$ cat src/rtl/core/nsse_pkg.sv
// Package: types, constants and microcode program of the square-root estimator.
`default_nettype none
package nsse_pkg;

   // Default configuration
   localparam int IN_WIDTH_DEF  = 31;
   localparam int FRAC_BITS_DEF = 16;

   // Width of the scratch word used for output saturation
   localparam int WIDE_W = 80;

   // Output field widths
   localparam int ROOT_W = 16;
   localparam int EST_W  = 32;

   // Microcode program counter
   localparam int PC_W = 3;
   typedef logic [PC_W-1:0] pc_type;

   localparam pc_type PC_IDLE   = 3'd0;
   localparam pc_type PC_SQRT   = 3'd1;
   localparam pc_type PC_PICK   = 3'd2;
   localparam pc_type PC_DIV    = 3'd3;
   localparam pc_type PC_FINISH = 3'd4;

   // Datapath operation selected by a control word
   typedef enum logic [2:0] {
      OP_LOAD,
      OP_SQRT,
      OP_PICK,
      OP_DIV,
      OP_FINISH
   } op_type;

   // Branch condition of a control word
   typedef enum logic [2:0] {
      C_NEXT,
      C_WAIT,
      C_LOOP,
      C_SQUARE,
      C_JUMP
   } cond_type;

   // Step counter action
   typedef enum logic [1:0] {
      CNT_HOLD,
      CNT_SQRT,
      CNT_DIV,
      CNT_DEC
   } cnt_sel_type;

   typedef struct packed {
      op_type      op;
      cond_type    cond;
      cnt_sel_type cnt_sel;
      pc_type      target;
   } ctrl_word_type;

   // Control from the sequencer to the datapath
   typedef struct packed {
      op_type op;
      logic   accept;
   } dp_ctrl_type;

   // Status from the datapath to the sequencer
   typedef struct packed {
      logic is_square;
   } dp_status_type;

   // Microcode ROM
   function automatic ctrl_word_type ucode_word(input pc_type pc);
      ctrl_word_type w;
      case (pc)
         PC_IDLE:   w = '{op: OP_LOAD,   cond: C_WAIT,   cnt_sel: CNT_SQRT, target: PC_IDLE};
         PC_SQRT:   w = '{op: OP_SQRT,   cond: C_LOOP,   cnt_sel: CNT_DEC,  target: PC_SQRT};
         PC_PICK:   w = '{op: OP_PICK,   cond: C_SQUARE, cnt_sel: CNT_DIV,  target: PC_FINISH};
         PC_DIV:    w = '{op: OP_DIV,    cond: C_LOOP,   cnt_sel: CNT_DEC,  target: PC_DIV};
         PC_FINISH: w = '{op: OP_FINISH, cond: C_JUMP,   cnt_sel: CNT_HOLD, target: PC_IDLE};
         default:   w = '{op: OP_FINISH, cond: C_JUMP,   cnt_sel: CNT_HOLD, target: PC_IDLE};
      endcase
      return w;
   endfunction

endpackage
`default_nettype wire

$ cat src/rtl/core/nsse_sequencer.sv
// Microcode sequencer: program counter, step counter and branch logic.
`default_nettype none
module nsse_sequencer #(
   parameter int IN_WIDTH  = nsse_pkg::IN_WIDTH_DEF,
   parameter int FRAC_BITS = nsse_pkg::FRAC_BITS_DEF
) (
   input  wire logic                  clock,
   input  wire logic                  reset,
   input  wire logic                  start,
   input  wire nsse_pkg::dp_status_type status,
   output nsse_pkg::dp_ctrl_type       ctrl,
   output logic                       busy
);

   localparam int RW = (IN_WIDTH + 1) / 2;
   localparam int DW = IN_WIDTH + 2 + FRAC_BITS;
   localparam int CW = $clog2(DW);

   nsse_pkg::pc_type        pc_ff, pc_in;
   logic [CW-1:0]           cnt_ff, cnt_in;
   nsse_pkg::ctrl_word_type word;
   logic                    taken;

   // Fetch the current control word
   assign word = nsse_pkg::ucode_word(pc_ff);

   // Evaluate the branch condition
   always_comb begin
      case (word.cond)
         nsse_pkg::C_NEXT:   taken = 1'b0;
         nsse_pkg::C_WAIT:   taken = !start;
         nsse_pkg::C_LOOP:   taken = (cnt_ff != '0);
         nsse_pkg::C_SQUARE: taken = status.is_square;
         nsse_pkg::C_JUMP:   taken = 1'b1;
         default:            taken = 1'b0;
      endcase
   end

   // Advance or jump
   assign pc_in = taken ? word.target : pc_ff + nsse_pkg::pc_type'(1);

   // Load or count down the step counter
   always_comb begin
      case (word.cnt_sel)
         nsse_pkg::CNT_HOLD: cnt_in = cnt_ff;
         nsse_pkg::CNT_SQRT: cnt_in = CW'(RW - 1);
         nsse_pkg::CNT_DIV:  cnt_in = CW'(DW - 1);
         nsse_pkg::CNT_DEC:  cnt_in = (cnt_ff != '0) ? cnt_ff - CW'(1) : cnt_ff;
         default:            cnt_in = cnt_ff;
      endcase
   end

   always_ff @(posedge clock) begin
      if (reset) begin
         pc_ff  <= nsse_pkg::PC_IDLE;
         cnt_ff <= '0;
      end else begin
         pc_ff  <= pc_in;
         cnt_ff <= cnt_in;
      end
   end

   // Drive datapath control and the handshake
   assign busy        = (word.op != nsse_pkg::OP_LOAD);
   assign ctrl.op     = word.op;
   assign ctrl.accept = (word.op == nsse_pkg::OP_LOAD) && start;

endmodule
`default_nettype wire

$ cat src/rtl/core/nsse_datapath.sv
// Datapath: bit-pair square root, nearest-square pick, restoring division, output registers.
`default_nettype none
module nsse_datapath #(
   parameter int IN_WIDTH  = nsse_pkg::IN_WIDTH_DEF,
   parameter int FRAC_BITS = nsse_pkg::FRAC_BITS_DEF
) (
   input  wire logic                        clock,
   input  wire logic                        reset,
   input  wire nsse_pkg::dp_ctrl_type        ctrl,
   input  wire logic [IN_WIDTH-1:0]         value,
   output nsse_pkg::dp_status_type          status,
   output logic                             rsp_strobe,
   output logic                             rsp_is_square,
   output logic [nsse_pkg::ROOT_W-1:0]      rsp_near_root,
   output logic [nsse_pkg::EST_W-1:0]       rsp_estimate_q16
);

   localparam int RW   = (IN_WIDTH + 1) / 2;
   localparam int RADW = 2 * RW;
   localparam int NW   = IN_WIDTH + 2;
   localparam int DENW = RW + 2;
   localparam int DW   = NW + FRAC_BITS;
   localparam int WW   = nsse_pkg::WIDE_W;
   localparam int OW_R = nsse_pkg::ROOT_W;
   localparam int OW_E = nsse_pkg::EST_W;

   // Working registers
   logic [IN_WIDTH-1:0] n_ff,    n_in;
   logic [RADW-1:0]     rad_ff,  rad_in;
   logic [RW-1:0]       root_ff, root_in;
   logic [RW:0]         rem_ff,  rem_in;
   logic [RW:0]         rsel_ff, rsel_in;
   logic                sq_ff,   sq_in;
   logic [DW-1:0]       dq_ff,   dq_in;
   logic [DENW-1:0]     drem_ff, drem_in;

   // Output registers
   logic                strobe_ff, strobe_in;
   logic                osq_ff,    osq_in;
   logic [OW_R-1:0]     oroot_ff,  oroot_in;
   logic [OW_E-1:0]     oest_ff,   oest_in;

   // Square root step signals
   logic [RW+2:0] trial;
   logic [RW+2:0] subtr;
   logic [RW+2:0] sdiff;
   logic          sge;

   // Nearest-square pick signals
   logic [RW:0]   two_r1;
   logic          go_up;
   logic [NW-1:0] n2;
   logic [NW-1:0] num;

   // Division step signals
   logic [DENW-1:0] den;
   logic [DENW:0]   dsh;
   logic [DENW:0]   ddiff;
   logic            dge;

   // Saturation signals
   logic [WW-1:0] est_full;
   logic [WW-1:0] root_full;

   // One bit-pair of the root
   assign trial = {rem_ff, rad_ff[RADW-1 -: 2]};
   assign subtr = {1'b0, root_ff, 2'b01};
   assign sge   = (trial >= subtr);
   assign sdiff = trial - subtr;

   // Pick the nearer square; a tie goes to the upper one
   assign two_r1 = {root_ff, 1'b1};
   assign go_up  = ({1'b0, two_r1} <= {rem_ff, 1'b0});
   assign n2     = {1'b0, n_ff, 1'b0};
   assign num    = go_up ? n2 + NW'(two_r1) - NW'(rem_ff) : n2 - NW'(rem_ff);

   // One quotient bit
   assign den   = {rsel_ff, 1'b0};
   assign dsh   = {drem_ff, dq_ff[DW-1]};
   assign dge   = (dsh >= {1'b0, den});
   assign ddiff = dsh - {1'b0, den};

   // Final values before saturation
   assign est_full  = sq_ff ? (WW'(rsel_ff) << FRAC_BITS) : WW'(dq_ff);
   assign root_full = WW'(rsel_ff);

   assign status.is_square = (rem_ff == '0);

   // Next values per microcode operation
   always_comb begin
      n_in      = n_ff;
      rad_in    = rad_ff;
      root_in   = root_ff;
      rem_in    = rem_ff;
      rsel_in   = rsel_ff;
      sq_in     = sq_ff;
      dq_in     = dq_ff;
      drem_in   = drem_ff;
      strobe_in = 1'b0;
      osq_in    = osq_ff;
      oroot_in  = oroot_ff;
      oest_in   = oest_ff;
      case (ctrl.op)
         nsse_pkg::OP_LOAD: begin
            if (ctrl.accept) begin
               n_in    = value;
               rad_in  = RADW'(value);
               root_in = '0;
               rem_in  = '0;
            end
         end
         nsse_pkg::OP_SQRT: begin
            rad_in  = rad_ff << 2;
            root_in = {root_ff[RW-2:0], sge};
            rem_in  = sge ? sdiff[RW:0] : trial[RW:0];
         end
         nsse_pkg::OP_PICK: begin
            rsel_in = go_up ? (RW+1)'(root_ff) + (RW+1)'(1) : (RW+1)'(root_ff);
            sq_in   = (rem_ff == '0);
            dq_in   = DW'(num) << FRAC_BITS;
            drem_in = '0;
         end
         nsse_pkg::OP_DIV: begin
            dq_in   = {dq_ff[DW-2:0], dge};
            drem_in = dge ? ddiff[DENW-1:0] : dsh[DENW-1:0];
         end
         nsse_pkg::OP_FINISH: begin
            strobe_in = 1'b1;
            osq_in    = sq_ff;
            oroot_in  = (|root_full[WW-1:OW_R]) ? '1 : root_full[OW_R-1:0];
            oest_in   = (|est_full[WW-1:OW_E]) ? '1 : est_full[OW_E-1:0];
         end
         default: begin
            strobe_in = 1'b0;
         end
      endcase
   end

   // Payload registers
   always_ff @(posedge clock) begin
      n_ff     <= n_in;
      rad_ff   <= rad_in;
      root_ff  <= root_in;
      rem_ff   <= rem_in;
      rsel_ff  <= rsel_in;
      sq_ff    <= sq_in;
      dq_ff    <= dq_in;
      drem_ff  <= drem_in;
      osq_ff   <= osq_in;
      oroot_ff <= oroot_in;
      oest_ff  <= oest_in;
   end

   // Result strobe
   always_ff @(posedge clock) begin
      if (reset) begin
         strobe_ff <= 1'b0;
      end else begin
         strobe_ff <= strobe_in;
      end
   end

   assign rsp_strobe       = strobe_ff;
   assign rsp_is_square    = osq_ff;
   assign rsp_near_root    = oroot_ff;
   assign rsp_estimate_q16 = oest_ff;

endmodule
`default_nettype wire

$ cat src/rtl/core/nearest_square_sqrt_estimate.sv
// Top level of the nearest-square square-root estimator.
//
// Usage: drive req_value and raise start; the value is taken at the clock edge
// where start is high and busy is low. busy stays high while the item is
// worked on. One result per item appears on the rsp_ ports for exactly one
// cycle with rsp_strobe high: rsp_is_square, rsp_near_root (root of the
// nearer square, upper on a tie, saturated) and rsp_estimate_q16 (one
// Babylonian step, FRAC_BITS fraction bits, truncated, saturated).
// After the accepting edge the sequencer runs RW = (IN_WIDTH+1)/2 root steps,
// a pick step, DW = IN_WIDTH + 2 + FRAC_BITS division steps and a finish step;
// rsp_strobe is registered after the finish step. A perfect square skips the
// division. A new item can be taken in the strobe cycle, not before; the
// single shared datapath steps the root one bit-pair and the quotient one
// bit per cycle under a microcode sequencer.
// Reset returns the sequencer to idle and drops rsp_strobe.
// The receiver cannot stall: each result is a one-cycle transfer.
`default_nettype none
module nearest_square_sqrt_estimate #(
   parameter int IN_WIDTH  = nsse_pkg::IN_WIDTH_DEF,
   parameter int FRAC_BITS = nsse_pkg::FRAC_BITS_DEF
) (
   input  wire logic                         clock,
   input  wire logic                         reset,
   input  wire logic                         start,
   output logic                              busy,
   input  wire logic [IN_WIDTH-1:0]          req_value,
   output logic                              rsp_strobe,
   output logic                              rsp_is_square,
   output logic [nsse_pkg::ROOT_W-1:0]       rsp_near_root,
   output logic [nsse_pkg::EST_W-1:0]        rsp_estimate_q16
);

   nsse_pkg::dp_ctrl_type   ctrl;
   nsse_pkg::dp_status_type status;

   // Sequence the microcode program
   nsse_sequencer #(
      .IN_WIDTH  (IN_WIDTH),
      .FRAC_BITS (FRAC_BITS)
   ) u_sequencer (
      .clock  (clock),
      .reset  (reset),
      .start  (start),
      .status (status),
      .ctrl   (ctrl),
      .busy   (busy)
   );

   // Execute load, root, pick, division and finish steps
   nsse_datapath #(
      .IN_WIDTH  (IN_WIDTH),
      .FRAC_BITS (FRAC_BITS)
   ) u_datapath (
      .clock            (clock),
      .reset            (reset),
      .ctrl             (ctrl),
      .value            (req_value),
      .status           (status),
      .rsp_strobe       (rsp_strobe),
      .rsp_is_square    (rsp_is_square),
      .rsp_near_root    (rsp_near_root),
      .rsp_estimate_q16 (rsp_estimate_q16)
   );

endmodule
`default_nettype wire

$ cat config.mk
export PLATFORM = sky130hd
export DESIGN_NAME = nearest_square_sqrt_estimate
export DESIGN_NICKNAME = d
export VERILOG_FILES = /design/src/rtl/core/nsse_pkg.sv /design/src/rtl/core/nsse_sequencer.sv /design/src/rtl/core/nsse_datapath.sv /design/src/rtl/core/nearest_square_sqrt_estimate.sv
export SDC_FILE = /design/constraint.sdc
export NUM_CORES = 1
export LEC_CHECK = 0
export BUFFER_PORTS_ARGS = -buffer_cell sky130_fd_sc_hd__buf_2
export CAP_MARGIN = 30
export CORE_MARGIN = 4
export CORE_UTILIZATION = 62
export CTS_CLUSTER_DIAMETER = 80
export DETAILED_ROUTE_END_ITERATION = 8
export PLACE_DENSITY = 0.81
export REMOVE_ABC_BUFFERS = 1
export SLEW_MARGIN = 10
export SYNTH_ARGS = -nofsm -noshare
export SYNTH_HDL_FRONTEND = slang
export SYNTH_SLANG_ARGS = --single-unit
$ cat constraint.sdc
create_clock -name clock -period 9 [get_ports clock]
set_input_delay 1.35 -clock clock [delete_from_list [all_inputs] [get_ports clock]]
set_output_delay 1.35 -clock clock [all_outputs]
set_load 0.01 [all_outputs]
## Word-level counts from Yosys, hierarchy flattened

Index checks and enable logic that the tools add are counted.

- Word-level logic and storage cells: 76
- Input bits: 34
- Register bits: 240

- Multiplexer cells: 19
- $lt $le $gt $ge: 3
- Bitwise gates (word level): 1
- Equality and inequality tests: 16
- Add/sub/neg operators: 8
- Reductions and logical operators: 14

Operators by type and width:

| cell | number |
|---|---|
| one-hot mux 49 bit (2 select lines) | 1 |
| one-hot mux 32 bit (2 select lines) | 1 |
| two-way mux 49 bit | 1 |
| OR reduction 48 bit | 1 |
| one-hot mux 11 bit (4 select lines) | 1 |
| >= comparator 19 x 18 -> 1 bit | 2 |
| one-hot mux 18 bit (2 select lines) | 1 |
| two-way mux 17 bit | 2 |
| one-hot mux 17 bit (2 select lines) | 1 |
| adder 32 x 17 -> 33 bit | 1 |
| two-way mux 33 bit | 1 |
| subtractor 32 x 17 -> 33 bit | 1 |
| subtractor 33 x 17 -> 33 bit | 1 |
| two-way mux 16 bit | 2 |
| two-way mux 32 bit | 1 |
| one-hot mux 16 bit (2 select lines) | 1 |
| == test 3 x 2 -> 1 bit (second input constant) | 6 |
| less-or-equal comparator 17 x 18 -> 1 bit | 1 |
| two-way mux 18 bit | 1 |
| one-hot mux 6 bit (3 select lines) | 1 |
| subtractor 18 bit | 1 |
| adder 16 x 1 -> 17 bit (second input constant) | 1 |
| logical NOT 17 bit | 1 |
| subtractor 17 bit | 1 |
| 21 further kinds | 29 |

## Longest topological paths before layout

- Word-level depth: 6
- Gate-level depth with buffers: 14

## Hierarchy

A second synthesis with hierarchy kept.

- Cells, all modules: 1626
- Area total of the unflattened synthesis: 15855.2 um^2

Modules (own cells, without submodules):

| module | instances | area an instance (um^2) | cells each | sequential area each (um^2) |
|---|---|---|---|---|
| nsse_datapath | 1 | 15157.0 | 1543 | 6926.6 |
| nsse_sequencer | 1 | 698.2 | 83 | 180.2 |

## Worst setup path before layout

No wires, ideal clock.

- Path type: register to register
- Start: register u_sequencer.pc_ff[0]
- End: register u_datapath.rad_ff[0], enable pin
- Stages on the path, launching flop included: 9
- Slack: 1.260 ns
- Setup time: 0.578 ns
- Data required time: 8.422 ns
- Period minus slack after synthesis: 7.740 ns
- Data arrival time: 7.162 ns
- Path through: dfxtp_1 -> inv_1 -> ha_1 -> nor2b_1 -> nor2_1 -> inv_1 -> nor3_1 -> nand2_1 -> o21ai_0

- Longest elaborated chain between the ends: 6
- Elaborated cells on any way between the ends: 11

Ends and longest elaborated chain:

| what | line | RTL |
|---|---|---|
| from (decl) | nsse_sequencer.sv:19 | `nsse_pkg::pc_type pc_ff, pc_in;` |
| from (signal assigned) | nsse_sequencer.sv:55 | `pc_ff <= nsse_pkg::PC_IDLE;` |
| from (signal assigned) | nsse_sequencer.sv:58 | `pc_ff <= pc_in;` |
| == test 3 x 2 -> 1 bit (tied with other cells) | nsse_pkg.sv:73 | `case (pc)` |
| one-hot mux 11 bit (4 select lines) (*) | nsse_pkg.sv:73 |  |
| logical NOT 3 bit | nsse_sequencer.sv:66, nsse_datapath.sv:103 |  |
| logical AND 1 bit | nsse_sequencer.sv:66 | `assign ctrl.accept = (word.op == nsse_pkg::OP_LOAD) && start;` |
| inequality test 2 bit (no line) | n/a |  |
| AND reduction 2 bit (no line) (*) | n/a |  |
| to (signal assigned) | nsse_datapath.sv:142 | `rad_ff <= rad_in;` |
| to (decl) | nsse_datapath.sv:29 | `logic [RADW-1:0] rad_ff, rad_in;` |

Every way passes the cells marked *; elsewhere a longest branch is shown, timed or not.
A chain may end at the register's enable or synchronous reset.

## Worst setup path after layout

- Start: register u_datapath.rem_ff[2]
- End: register u_datapath.dq_ff[48], data pin

- Longest elaborated chain between the ends: 3
- Elaborated cells on any way between the ends: 5

Ends and longest elaborated chain:

| what | line | RTL |
|---|---|---|
| from (decl) | nsse_datapath.sv:31 | `logic [RW:0] rem_ff, rem_in;` |
| from (signal assigned) | nsse_datapath.sv:144 | `rem_ff <= rem_in;` |
| subtractor 33 x 17 -> 33 bit (tied with other cells) | nsse_datapath.sv:75 | `assign num = go_up ? n2 + NW'(two_r1) - NW'(rem_ff) : n2 - NW'(rem_ff);` |
| two-way mux 33 bit (*) | nsse_datapath.sv:75 |  |
| one-hot mux 49 bit (2 select lines) (*) | nsse_datapath.sv:103 | `case (ctrl.op)` |
| via u_datapath.dq_in[48] | nsse_datapath.sv:34 | `logic [DW-1:0] dq_ff, dq_in;` |
| to (signal assigned) | nsse_datapath.sv:147 | `dq_ff <= dq_in;` |
| to (decl) | nsse_datapath.sv:34 |  |

The timed path passes the listed nets; every way through them passes the cells marked *.

==> out/results.tsv <==
metric	value	unit
initial_core_util	63.07	%
synth_top_area_share	45.03	%
wl_per_cell	18.39	µm
holdBufCountCts	0	
arrival	4.56	ns
rows	57	
yosys.area.top_type	edfxtp_1	
violations	design-rule violations	
ys_seq_area_share	46.34	%
place_inst	1947	
root_buffer	clkbuf_16	
hold_path.startpoint	u_sequencer.cnt_ff[4]	
required	9.28	ns
fmax	233.4	MHz
grt.overflow.total	0	
die_h	165.3	µm
area_delta_synth_final	10.59	%
hold_violations	0	
design_area	16960	µm²
relSlewSlack	36.05	%
seq_area	7107	µm²
critPathCaptureType	flop	
place_hpwl	27230	µm
cts_setup_buffers	0	
clockBufferDepth	3	
synthTopCellsByArea	edfxtp_1, ha_1, nand2_1	
setup_viol	0	
stdcell_count	1996	
final_antenna_net_count	0	
ioPinCount	85	
slew_viol_final	0	
yosys_warnings	0	
nNetsFinal	1825	
cts_buffers	26	
tightest_slew	0.9592	ns
dr.pass1.iters	7	
avgSynthCellArea	9.756	µm²
cts_tree	built	
dieArea	27320	µm²
crit_path_start_kind	flop	
finalCriticalPeriod	4.285	ns
grt_pass1_wl	59750	µm
setup-tns-final	0	ns
place_area	16130	µm²
startpoint	u_datapath.rem_ff[2]	
clk-insertion-delay-late	0.54	ns
ys_types	69	
antenna_found_initial	0	
worstHoldPathType	reg -> reg	
drtIter0Drc	1139	
die_x	165.3	µm
path_clk_slew	0.06	ns
layout-drive-gt1-share	9.629	%
fin_skew	0.01334	ns
multi_input_area	7485	µm²
status	complete, but fails checks	
place_congestion	0.9606	
path_class	reg -> reg	
vias	11810	
synthCells	1572	
synth_area	15340	µm²
globalRouteTotalUtil	27.25	%
core_area	24320	µm²
worstPathMaxFanout	5	
post_cts_resized	0	
io_buffers	84	
drv_cap	0	
grt_max_degree	68	
wl	36710	µm
synth_edf_count	230	
grt_pass1_vias	11470	
ys_ff_latch	240	
yosys_most_used_dff	edfxtp_1	
fin_crit_sh	47.61	%
cts_num_sinks	240	
synthArstFlopShare	0	%
htree_levels	1	
rsz0062_at_grt	false	
fillers	1870	
drc	1	
diodes	0	
vias_per_cell	5.916	
r2r-start	u_datapath.rem_ff[2]	
-- critical path, stage by stage (launching register included) --
cell and delay, ns:
edfxtp_1 0.50, fa_1 0.57, inv_1 0.04, ha_1 0.36, a211o_1 0.36, a2111o_1 0.47
and3_4 0.20, or2_4 0.27, a21o_1 0.19, or4b_4 0.51, o311ai_4 0.12, o32ai_1 0.13
a211o_1 0.30
-- per-stage QoR --
stage               setup WS (ns)  hold WS (ns)  util (%)
CTS                         4.748        0.4840     69.71
floorplan                   1.260        0.4389         -
detailed placement          4.787        0.4666     66.33
global placement            4.897        0.4607     66.33
finish                      4.715        0.4894     69.74
global route                4.508        0.5027     69.74
-- sequential cells by signal (all words and copies together) (netlist names) --
register,count
u_sequencer.pc_ff,3
u_datapath.sq_ff,1
u_datapath.dq_ff,49
u_datapath.rad_ff,32
u_datapath.n_ff,31
u_datapath.rem_ff,17
u_datapath.rsp_strobe,1
u_datapath.rsel_ff,17
u_datapath.rsp_estimate_q16,32
u_datapath.rsp_is_square,1
u_datapath.drem_ff,18
u_datapath.root_ff,16
u_datapath.rsp_near_root,16
u_sequencer.cnt_ff,6
-- final cells by class --
class                      count  share of cell area (%)
clock buffer                  32                   4.094
clock inverter                16                  0.7598
inverter                     162                   3.585
multi-input combinational   1123                   44.13
sequential                   240                   41.90
tap                          324                   2.390
timing repair buffer          99                   3.143
-- synth_stat cells, types with 6 or more instances --
library cell  number
nand2b_1          15
edfxtp_1         230
nor3_1            22
a21o_1            28
fa_1              17
inv_1            162
xor2_1            14
nand2_1          205
o211ai_1           6
nor2_1           157
clkbuf_1          40
o21bai_1           9
or2_2              7
nor4_1            20
nand4_1           17
o21ai_0           75
xnor2_1           73
nor2b_1           14
dfxtp_1           10
a31oi_1           17
ha_1             122
nand3_1           34
or3_1             10
a211oi_1          17
a21oi_1          106
buf_1              6
o31ai_1           10
o21a_1            15
a211o_1            7
and3_1             8
mux2i_1           28
a21boi_0           8
-- layer usage --
layer	part of all wire [%]	global-route usage [%]	routed length, µm
met4	2.6	6.730	948
met1	45	40.40	16470
met3	8.0	3.574	2935
met2	45	42.85	16350
met5	0	0	0
-- cells in the final DEF, fill, tap and decap left out, types with 17 or more instances in the layout --
cell / count
inv_1: 161
nand2_1: 203
a211oi_1: 17
fa_1: 17
edfxtp_1: 230
mux2i_1: 27
a31oi_1: 17
ha_1: 122
o21ai_0: 74
nor4_1: 19
a21o_1: 28
xnor2_1: 73
a21oi_1: 105
nor3_1: 22
buf_2: 84
nand4_1: 17
nand3_1: 34
nor2_1: 155
clkbuf_16: 27
-- cell families (layout without fill, tap and decap cells) --
group | Yosys count | in the layout | synth area share (%)
XOR/XNOR | 87 | 87 | 4.968
adder cells (fa/ha/maj) | 139 | 139 | 12.17
AO/OA/AOI/OAI | 337 | 337 | 13.91
multiplexers | 29 | 29 | 1.901
AND/OR/NAND/NOR | 531 | 531 | 15.59
buffers and inverters | 209 | 309 | 5.123
flip-flops | 240 | 240 | 46.34
-- worst paths after layout --
path | to | slack, ns | cells after the start
max | u_datapath.dq_ff[48] | 4.72 | 12
min | u_sequencer.cnt_ff[4] | 0.49 | 2
min reg2reg | u_sequencer.cnt_ff[4] | 0.49 | 2
max reg2reg | u_datapath.dq_ff[48] | 4.72 | 12
Power is not shown: default switching activity piles up to over one toggle a cycle in this logic, so the estimate is an artifact.
